<file path="src/rtl/gclr_pkg.sv">
`timescale 1ns / 1ps
// ----------------------------------------------------------------------------
// gclr_pkg
// Shared types for the GCD / LCM ratio reducer: sequencer states and the
// control and status groups between the sequencer and the divider.
// ----------------------------------------------------------------------------
package gclr_pkg;

    typedef enum logic [2:0] {
        ST_IDLE,
        ST_MODX,
        ST_MODY,
        ST_DIVP,
        ST_DIVQ,
        ST_DONE
    } gclr_state_t;

    typedef struct packed {
        logic start;
    } div_ctrl_t;

    typedef struct packed {
        logic done;
        logic rem_zero;
    } div_stat_t;

endpackage

</file>
<file path="src/rtl/gclr_div.sv">
`timescale 1ns / 1ps
// ----------------------------------------------------------------------------
// gclr_div
// Restoring shift-subtract divider, one quotient bit per cycle.
// ----------------------------------------------------------------------------
module gclr_div
    import gclr_pkg::*;
#(
    parameter int W = 31
)
(
    input  logic         clk,
    input  logic         rst_n,
    input  div_ctrl_t    ctrl,
    input  logic [W-1:0] dividend,
    input  logic [W-1:0] den,
    output div_stat_t    stat,
    output logic [W-1:0] quotient,
    output logic [W-1:0] remainder
);

    localparam int CW = $clog2(W + 1);

    logic [W-1:0]  quo_reg;
    logic [W-1:0]  rem_reg;
    logic [W-1:0]  den_reg;
    logic [CW-1:0] cnt_reg;
    logic          busy_reg;
    logic          done_reg;

    logic [W:0]    trial;
    logic [W:0]    diff;

    // shift in next dividend bit, then try subtracting
    always_comb
    begin
        trial = {rem_reg, quo_reg[W-1]};
        diff  = trial - {1'b0, den_reg};
    end

    always_ff @(posedge clk or negedge rst_n)
    begin
        if (!rst_n)
        begin
            busy_reg <= 1'b0;
            done_reg <= 1'b0;
            cnt_reg  <= '0;
        end
        else
        begin
            done_reg <= 1'b0;
            if (ctrl.start)
            begin
                busy_reg <= 1'b1;
                cnt_reg  <= CW'(W);
            end
            else if (busy_reg)
            begin
                cnt_reg <= cnt_reg - CW'(1);
                if (cnt_reg == CW'(1))
                begin
                    busy_reg <= 1'b0;
                    done_reg <= 1'b1;
                end
            end
        end
    end

    always_ff @(posedge clk)
    begin
        if (ctrl.start)
        begin
            quo_reg <= dividend;
            rem_reg <= '0;
            den_reg <= den;
        end
        else if (busy_reg)
        begin
            if (!diff[W])
            begin
                rem_reg <= diff[W-1:0];
                quo_reg <= {quo_reg[W-2:0], 1'b1};
            end
            else
            begin
                rem_reg <= trial[W-1:0];
                quo_reg <= {quo_reg[W-2:0], 1'b0};
            end
        end
    end

    assign stat.done     = done_reg;
    assign stat.rem_zero = (rem_reg == '0);
    assign quotient      = quo_reg;
    assign remainder     = rem_reg;

endmodule

</file>
<file path="src/rtl/gcd_lcm_ratio_reducer_top.sv">
`timescale 1ns / 1ps
// ----------------------------------------------------------------------------
// gcd_lcm_ratio_reducer_top
// Euclid GCD with LCM and reduced ratio, built on one shared serial divider.
// ----------------------------------------------------------------------------
//
//  channel   handshake                   payload
//  -------   -------------------------   --------------------------------------
//  item      item_valid / item_stall     first_value, second_value
//  result    result_valid / result_stall divisor, multiple, multiple_too_big,
//                                        reduced_first, reduced_second,
//                                        both_zero
//
//  Each item runs Euclid remainder passes on the shared divider until a
//  remainder is zero, then two quotient passes for p / g and q / g.
//  An operand of zero skips the divider and goes straight to the done state.
//  item_stall is high from acceptance until the result is loaded into the
//  output register; a result held by result_stall blocks only the finish
//  of the following item. Reset clears the sequencer and result valid.
//
module gcd_lcm_ratio_reducer_top
    import gclr_pkg::*;
#(
    parameter int OPERAND_BITS = 31
)
(
    input  logic                      clk,
    input  logic                      rst_n,
    input  logic                      item_valid,
    output logic                      item_stall,
    input  logic [OPERAND_BITS-1:0]   first_value,
    input  logic [OPERAND_BITS-1:0]   second_value,
    output logic                      result_valid,
    input  logic                      result_stall,
    output logic [OPERAND_BITS-1:0]   divisor,
    output logic [2*OPERAND_BITS-1:0] multiple,
    output logic                      multiple_too_big,
    output logic [OPERAND_BITS-1:0]   reduced_first,
    output logic [OPERAND_BITS-1:0]   reduced_second,
    output logic                      both_zero
);

    localparam int W  = OPERAND_BITS;
    localparam int MW = 2 * OPERAND_BITS;

    // sequencer state
    gclr_state_t state_reg, state_next;
    logic        start_reg, start_next;
    logic        result_valid_reg, result_valid_next;

    // working operands
    logic [W-1:0] p_reg, p_next;        // original first operand
    logic [W-1:0] q_reg, q_next;        // original second operand
    logic [W-1:0] x_reg, x_next;        // Euclid pair
    logic [W-1:0] y_reg, y_next;
    logic [W-1:0] g_reg, g_next;        // gcd
    logic [W-1:0] rp_reg, rp_next;      // p / g
    logic [W-1:0] rq_reg, rq_next;      // q / g
    logic         trivial_reg, trivial_next;  // an operand was zero
    logic         bz_reg, bz_next;

    // output register
    logic [W-1:0]  divisor_reg;
    logic [MW-1:0] multiple_reg;
    logic          too_big_reg;
    logic [W-1:0]  reduced_first_reg;
    logic [W-1:0]  reduced_second_reg;
    logic          both_zero_reg;
    logic          out_load;

    // divider hookup
    div_ctrl_t    div_ctrl;
    div_stat_t    div_stat;
    logic [W-1:0] div_dividend;
    logic [W-1:0] div_den;
    logic [W-1:0] div_quo;
    logic [W-1:0] div_rem;

    logic [MW-1:0] product;
    logic          item_accept;

    assign item_stall  = (state_reg != ST_IDLE);
    assign item_accept = item_valid && !item_stall;

    assign div_ctrl.start = start_reg;

    always_comb
    begin
        unique case (state_reg)
            ST_MODX:
            begin
                div_dividend = x_reg;
                div_den      = y_reg;
            end
            ST_MODY:
            begin
                div_dividend = y_reg;
                div_den      = x_reg;
            end
            ST_DIVP:
            begin
                div_dividend = p_reg;
                div_den      = g_reg;
            end
            ST_DIVQ:
            begin
                div_dividend = q_reg;
                div_den      = g_reg;
            end
            default:
            begin
                div_dividend = x_reg;
                div_den      = y_reg;
            end
        endcase
    end

    gclr_div #(
        .W (W)
    ) u_div (
        .clk       (clk),
        .rst_n     (rst_n),
        .ctrl      (div_ctrl),
        .dividend  (div_dividend),
        .den       (div_den),
        .stat      (div_stat),
        .quotient  (div_quo),
        .remainder (div_rem)
    );

    // lcm = (p / g) * q; zero when an operand was zero
    assign product = trivial_reg ? '0 : (MW'(rp_reg) * MW'(q_reg));

    always_comb
    begin
        state_next        = state_reg;
        start_next        = 1'b0;
        result_valid_next = result_valid_reg;
        p_next            = p_reg;
        q_next            = q_reg;
        x_next            = x_reg;
        y_next            = y_reg;
        g_next            = g_reg;
        rp_next           = rp_reg;
        rq_next           = rq_reg;
        trivial_next      = trivial_reg;
        bz_next           = bz_reg;
        out_load          = 1'b0;

        if (result_valid_reg && !result_stall)
        begin
            result_valid_next = 1'b0;
        end

        unique case (state_reg)
            ST_IDLE:
            begin
                if (item_accept)
                begin
                    p_next       = first_value;
                    q_next       = second_value;
                    x_next       = first_value;
                    y_next       = second_value;
                    trivial_next = 1'b1;
                    bz_next      = 1'b0;
                    if (first_value == '0 && second_value == '0)
                    begin
                        g_next     = '0;
                        rp_next    = '0;
                        rq_next    = '0;
                        bz_next    = 1'b1;
                        state_next = ST_DONE;
                    end
                    else if (first_value == '0)
                    begin
                        g_next     = second_value;
                        rp_next    = '0;
                        rq_next    = W'(1);
                        state_next = ST_DONE;
                    end
                    else if (second_value == '0)
                    begin
                        g_next     = first_value;
                        rp_next    = W'(1);
                        rq_next    = '0;
                        state_next = ST_DONE;
                    end
                    else
                    begin
                        trivial_next = 1'b0;
                        start_next   = 1'b1;
                        state_next   = ST_MODX;
                    end
                end
            end
            ST_MODX:
            begin
                if (div_stat.done)
                begin
                    start_next = 1'b1;
                    if (div_stat.rem_zero)
                    begin
                        g_next     = y_reg;
                        state_next = ST_DIVP;
                    end
                    else
                    begin
                        x_next     = div_rem;
                        state_next = ST_MODY;
                    end
                end
            end
            ST_MODY:
            begin
                if (div_stat.done)
                begin
                    start_next = 1'b1;
                    if (div_stat.rem_zero)
                    begin
                        g_next     = x_reg;
                        state_next = ST_DIVP;
                    end
                    else
                    begin
                        y_next     = div_rem;
                        state_next = ST_MODX;
                    end
                end
            end
            ST_DIVP:
            begin
                if (div_stat.done)
                begin
                    rp_next    = div_quo;
                    start_next = 1'b1;
                    state_next = ST_DIVQ;
                end
            end
            ST_DIVQ:
            begin
                if (div_stat.done)
                begin
                    rq_next    = div_quo;
                    state_next = ST_DONE;
                end
            end
            ST_DONE:
            begin
                // wait for the output register to be free
                if (!result_valid_reg || !result_stall)
                begin
                    out_load          = 1'b1;
                    result_valid_next = 1'b1;
                    state_next        = ST_IDLE;
                end
            end
            default:
            begin
                state_next = ST_IDLE;
            end
        endcase
    end

    always_ff @(posedge clk or negedge rst_n)
    begin
        if (!rst_n)
        begin
            state_reg        <= ST_IDLE;
            start_reg        <= 1'b0;
            result_valid_reg <= 1'b0;
        end
        else
        begin
            state_reg        <= state_next;
            start_reg        <= start_next;
            result_valid_reg <= result_valid_next;
        end
    end

    always_ff @(posedge clk)
    begin
        p_reg       <= p_next;
        q_reg       <= q_next;
        x_reg       <= x_next;
        y_reg       <= y_next;
        g_reg       <= g_next;
        rp_reg      <= rp_next;
        rq_reg      <= rq_next;
        trivial_reg <= trivial_next;
        bz_reg      <= bz_next;
        if (out_load)
        begin
            divisor_reg        <= g_reg;
            multiple_reg       <= product;
            too_big_reg        <= |product[MW-1:W];
            reduced_first_reg  <= rp_reg;
            reduced_second_reg <= rq_reg;
            both_zero_reg      <= bz_reg;
        end
    end

    assign result_valid     = result_valid_reg;
    assign divisor          = divisor_reg;
    assign multiple         = multiple_reg;
    assign multiple_too_big = too_big_reg;
    assign reduced_first    = reduced_first_reg;
    assign reduced_second   = reduced_second_reg;
    assign both_zero        = both_zero_reg;

endmodule
</file>
<file path="config.mk">
export PLATFORM = sky130hd
export DESIGN_NAME = gcd_lcm_ratio_reducer_top
export DESIGN_NICKNAME = d
export VERILOG_FILES = /design/src/rtl/gclr_pkg.sv /design/src/rtl/gclr_div.sv /design/src/rtl/gcd_lcm_ratio_reducer_top.sv
export SDC_FILE = /design/constraint.sdc
export NUM_CORES = 2
export LEC_CHECK = 0
export BUFFER_PORTS_ARGS = -buffer_cell sky130_fd_sc_hd__buf_2
export CORE_AREA = 2 2 412 291
export CTS_CLUSTER_DIAMETER = 120
export DETAILED_ROUTE_END_ITERATION = 10
export DIE_AREA = 0 0 414 293
export PLACE_DENSITY = 0.66
export SLEW_MARGIN = 20
export SYNTH_ARGS = -nofsm -noshare
export SYNTH_HDL_FRONTEND = slang
export SYNTH_HIERARCHICAL = 1
export SYNTH_SLANG_ARGS = --single-unit
export TNS_END_PERCENT = 10
</file>
<file path="constraint.sdc">
create_clock -name clk -period 17.5 [get_ports clk]
set_input_delay 1.75 -clock clk [delete_from_list [all_inputs] [get_ports clk]]
set_output_delay 1.75 -clock clk [all_outputs]
set_load 0.01 [all_outputs]
</file>
* Word level (Yosys, flattened, before mapping)
Index checks and enable logic that the tools add are counted.
** Cells by class
- Add/subtract/negate cells :: 2
- $mul :: 1
- Div/mod/pow operators :: 0
- $lt $le $gt $ge :: 0
- Eq/ne operators :: 17
- Shift operators :: 0
- Muxes and demuxes :: 66
- Bitwise logic cells :: 0
- Reductions and logical operators :: 29
** Operators by type and width (number)
- two-way mux 31 bit :: 24
- case mux 31 bit (2 select lines) :: 5
- case mux 31 bit (3 select lines) :: 2
- logical NOT 31 bit :: 3
- multiplier 31 x 31 -> 62 bit :: 1
- two-way mux 62 bit :: 1
- subtractor 32 x 31 -> 32 bit :: 1
- OR reduction 31 bit :: 1
- two-way mux 3 bit :: 9
- two-way mux 1 bit :: 20
- case mux 3 bit (6 select lines) :: 1
- AND reduction 4 bit :: 4
- != test 2 bit (second input constant) :: 6
- two-way mux 5 bit :: 2
- nonzero test 2 bit :: 5
- != test 2 x 1 -> 1 bit (second input constant) :: 4
- AND reduction 7 bit :: 1
- == test 3 x 2 -> 1 bit (second input constant) :: 2
- == test 3 bit (second input constant) :: 2
- AND reduction 6 bit :: 1
- nonzero test 3 bit :: 2
- == test 5 x 1 -> 1 bit (second input constant) :: 1
- subtractor 5 x 1 -> 5 bit (second input constant) :: 1
- != test 4 bit (second input constant) :: 1
- 10 further kinds :: 15
** Word-level totals
- Register bits :: 481
- Bits in latches :: 0
- RAM bits :: 0
- Bits in read-only memories :: 0
- Input bits :: 66
- Memories :: 0

* Longest topological paths before layout
- Word-level depth :: 6
- Depth in mapped cells :: 31

* Cells and area by module
The synthesis kept the hierarchy.
** Modules (own cells, without submodules)
- gcd_lcm_ratio_reducer_top :: times used 1, cells each 4713, area an instance 47882.2 sq um, sequential area each 11415.9 sq um
- gclr_div :: times used 1, cells each 558, area an instance 5765.5 sq um, sequential area each 2657.5 sq um

* Worst setup path before layout
OpenSTA, ideal clock, no wires.
- Kind :: in2reg
- Start point :: input port result_stall
- End point :: register both_zero_reg (netlist: both_zero), enable pin
- Arrival time :: 9127 ps
- Setup slack :: 7647 ps
- Cell stages on the path :: 1
- Cell sequence :: a21oi_1
** On the way
- Cells in the longest elaborated chain, start to end :: 4
** Ends and longest elaborated chain
- start: declaration :: line gcd_lcm_ratio_reducer_top.sv:34 : input logic result_stall,
- logical NOT 1 bit :: line gcd_lcm_ratio_reducer_top.sv:250 : if (!result_valid_reg || !result_stall)
- logical OR 1 bit :: line gcd_lcm_ratio_reducer_top.sv:250
- two-way mux 1 bit :: line gcd_lcm_ratio_reducer_top.sv:250
- two-way mux 1 bit :: line gcd_lcm_ratio_reducer_top.sv:155 : unique case (state_reg)
- end signal: assignment :: line gcd_lcm_ratio_reducer_top.sv:298 : both_zero_reg <= bz_reg;
- end: declaration :: line gcd_lcm_ratio_reducer_top.sv:68 : logic both_zero_reg;
Every way passes these cells.
A chain may end at the register's enable or synchronous reset.

* Final worst setup path
- Start point :: register q_reg[8]
- End point :: register too_big_reg (netlist: multiple_too_big), data pin
** On the way
- Cells in the longest elaborated chain, start to end :: 3
** Ends and longest elaborated chain
- start: declaration :: line gcd_lcm_ratio_reducer_top.sv:53 : logic [W-1:0] q_reg, q_next;
- start signal: assignment :: line gcd_lcm_ratio_reducer_top.sv:283 : q_reg <= q_next;
- multiplier 31 x 31 -> 62 bit :: line gcd_lcm_ratio_reducer_top.sv:132 : assign product = trivial_reg ? '0 : (MW'(rp_reg) * MW'(q_reg));
- two-way mux 62 bit :: line gcd_lcm_ratio_reducer_top.sv:132
- named net product[49] :: line gcd_lcm_ratio_reducer_top.sv:79 : logic [MW-1:0] product;
- OR reduction 31 bit :: line gcd_lcm_ratio_reducer_top.sv:295 : too_big_reg <= |product[MW-1:W];
- end signal: assignment :: line gcd_lcm_ratio_reducer_top.sv:295
- end: declaration :: line gcd_lcm_ratio_reducer_top.sv:65 : logic too_big_reg;
The timed path passes the listed nets, and every way through them passes these cells.

==> metrics.md <==
| Metric | Value |
|---|---|
| Clock latency on the worst-skew pair | 0.65 ns |
| Post-synth EDFFs | 438 |
| Setup Total Neg Slack | 0 ns |
| Synth warn | 6 |
| Ys flop type | edfxtp_1 |
| Die height | 293 um |
| Clock slew at reported path FFs | 0.06 ns |
| Avg Cell Area, Syn | 10.2 um^2 |
| Post-route design area | 58000 um^2 |
| Netlist cell types | 93 |
| Critical path required time | 17.87 ns |
| Final core utilization | 49.6% |
| Seq/Total Area, Yosys | 26.2% |
| Cts-stage hold buffer count | 0 |
| Final nets | 6497 |
| RePlAce Congestion | 0.956 |
| Share of cells above drive strength 1 | 10.4% |
| Worst EP arrival | 9.56 ns |
| Residual DRC | 0 |
| Most frequent cell after synthesis | inv_1 |
| Vias | 39800 |
| Core box area | 117000 um^2 |
| Largest net degree at the start of global routing | 67 |
| Row cnt | 105 |
| Final Worst Setup Slack | 8.32 ns |
| Layout area overhead | 8.05% |
| Fillers | 10600 |
| Clk buf depth | 3 |
| CTS tree | yes |
| Worst Tran Pin Value | 1.33 ns |
| Synth area leaders | fa_1 (31%), edfxtp_1 (25%), ha_1 (6.7%), inv_1 (6.0%), and2_1 (5.2%) |
| WP buf/inv | 5 |
| RSZ-0062 raised after global routing | false |
| Worst hold path type | reg2reg |
| Synth area leader | fa_1 |
| Synthesized cell area | 53600 um^2 |
| Starting Density | 45.9% |
| Die width | 414 um |
| CP max-delay cell | a211oi_1 |
| Final Max Tran Viols | 0 |
| Clk sinks | 481 |
| Crit Path Max Fanout | 32 |
| DRT Wirelength | 166000 um |
| Startpoint types | flip-flop |
| Post-synth top area share | 31.3% |
| Most used cell, CP | fa_1 |
| CTS buffer count | 53 |
| TritonRoute pass-1 iters | 6 |
| Total grt overflow | 0 |
| Via/cell ratio | 5.77 |
| Clock Tree Root | clkbuf_16 |
| Initial antenna violation count | 5 |
| Vias in the first global route | 40200 |
| PortBufs | 224 |
| Mapped Nets | 6463 |
| Tmin final | 9.18 ns |
| Max FFs per register | 62 |
| Hold Vio Cnt, Final | 0 |
| Fmax | 0.109 GHz |
| Ports | 225 |
| Setup repair bufs after CTS | 0 |
| Period utilisation layout | 52.5% |
| Die outline area | 121000 um^2 |
| Worst Setup End Kind | flip-flop |
| Dpl ws | 8.48 ns |
| MaxCap Viol Count | 0 |
| Post_cts resized | 0 |
| Family with the most delay on the worst path | adder cells |
| First-pass GRT wire length | 251000 um |
| GRT Resource Usage Total | 27.4% |
| Routed len/inst | 24.1 um |
| Post-synth top cells | inv_1 (859), fa_1 (838), nand2_1 (671) |
| Max stage delay on crit path | 1.11 ns |
| Final clock skew | 0.0290 ns |
| Placed cell area | 56200 um^2 |
| Cell count after synthesis | 5271 |
| Number of synthesized register bits | 481 |
| Async SR Flop Fraction | 2.49% |
| Post-detail-place hpwl | 123000 um |
| H-tree Lvls | 2 |
| Detailed Route Iter0 Violations | 4228 |
| Status | finished, final reports clean |
| Crit path kind | reg2reg |
| Setup Viol. Count Final | 0 |
| Post-route ant nets | 0 |
| Slew margin rel. | 10.9% |
## placed cells by master, fill, tap and decap left out, drive strengths merged, types with 30 or more instances in the layout
cell and instances:
o21ai 96, dfxtp 31, nand2 671, and2 449, fa 838, mux2 99, nor2b 51, clkbuf 72
a22oi 36, a21oi 185, nor4 30, edfxtp 438, nand4 40, nor3 38, and3 75, mux2i 33
ha 288, a22o 62, xor2 35, inv 862, nor2 195, a221o 57, buf 318, xnor2 40
## layer usage
metal / track usage [%] / up-vias / share of wire (%)
met5: 0 / - / 0.034
met2: 40.4 / 2070 / 43
met3: 6.44 / 287 / 11
met1: 39.5 / 20400 / 42
li1: - / 17000 / -
met4: 9.56 / 8 / 3.7
## final timing paths
| kind | slack [ns] | end | start | cells past startpoint |
|---|---|---|---|---|
| max | 8.32 | multiple_too_big | q_reg[8] | 25 |
| min | 0.42 | reduced_second[16] | rq_reg[16] | 0 |
| max reg2reg | 8.32 | multiple_too_big | q_reg[8] | 25 |
| min reg2reg | 0.42 | reduced_second[16] | rq_reg[16] | 0 |
| max in group asynchronous | 16.25 | state_reg[2] | rst_n | 1 |
| min in group asynchronous | 1.00 | state_reg[0] | rst_n | 1 |
## per-stage QoR
stage	std cells	hold slack, ns
after global placement	6800	0.403
after CTS	6898	0.418
after detailed placement	6800	0.405
after floorplan	5271	0.400
after global routing	6899	0.424
final	6901	0.416
## logic make-up (layout without fill, tap and decap cells)
kind of cell / Yosys count / in the layout / synth area share (%)
mux: 132 / 132 / 2.69
fa+ha+maj: 1126 / 1126 / 38.0
flops: 481 / 481 / 26.2
buf+inv: 1199 / 1276 / 8.50
compound gates: 636 / 636 / 8.44
other cells: 0 / 2 / 0
xor+xnor: 75 / 75 / 1.27
simple gates: 1622 / 1622 / 14.9
## final cells by class
cell class	instances	area (um^2)	share of cell area (%)
clock inverter	26	305	0.527
tap	1551	1940	3.35
multi-input combinational	3591	35100	60.6
inverter	860	3230	5.57
antenna	2	5.00	0.00863
clock buffer	72	1440	2.48
timing repair buffer	318	1850	3.19
sequential	481	14100	24.3
## worst reg2reg max path, stage by stage (launching register included)
cell	delay (ns)
edfxtp_1	0.32
buf_4	0.43
and2_1	0.30
fa_1	0.45
fa_1	0.55
inv_1	0.06
fa_1	0.54
inv_1	0.06
fa_1	0.40
fa_1	0.47
fa_1	0.51
fa_1	0.49
inv_1	0.05
fa_1	0.57
inv_1	0.07
ha_1	0.42
a21oi_1	0.14
o21ai_1	0.51
a211oi_1	0.11
a211oi_1	1.11
o221ai_1	0.41
nand3_1	0.22
xnor2_1	0.16
nor2_1	0.09
a2111oi_1	0.34
nand4_1	0.13
Power is left out: the tool's default activity adds up to more than one toggle a clock period on the data nets, which glitch-free logic cannot reach.
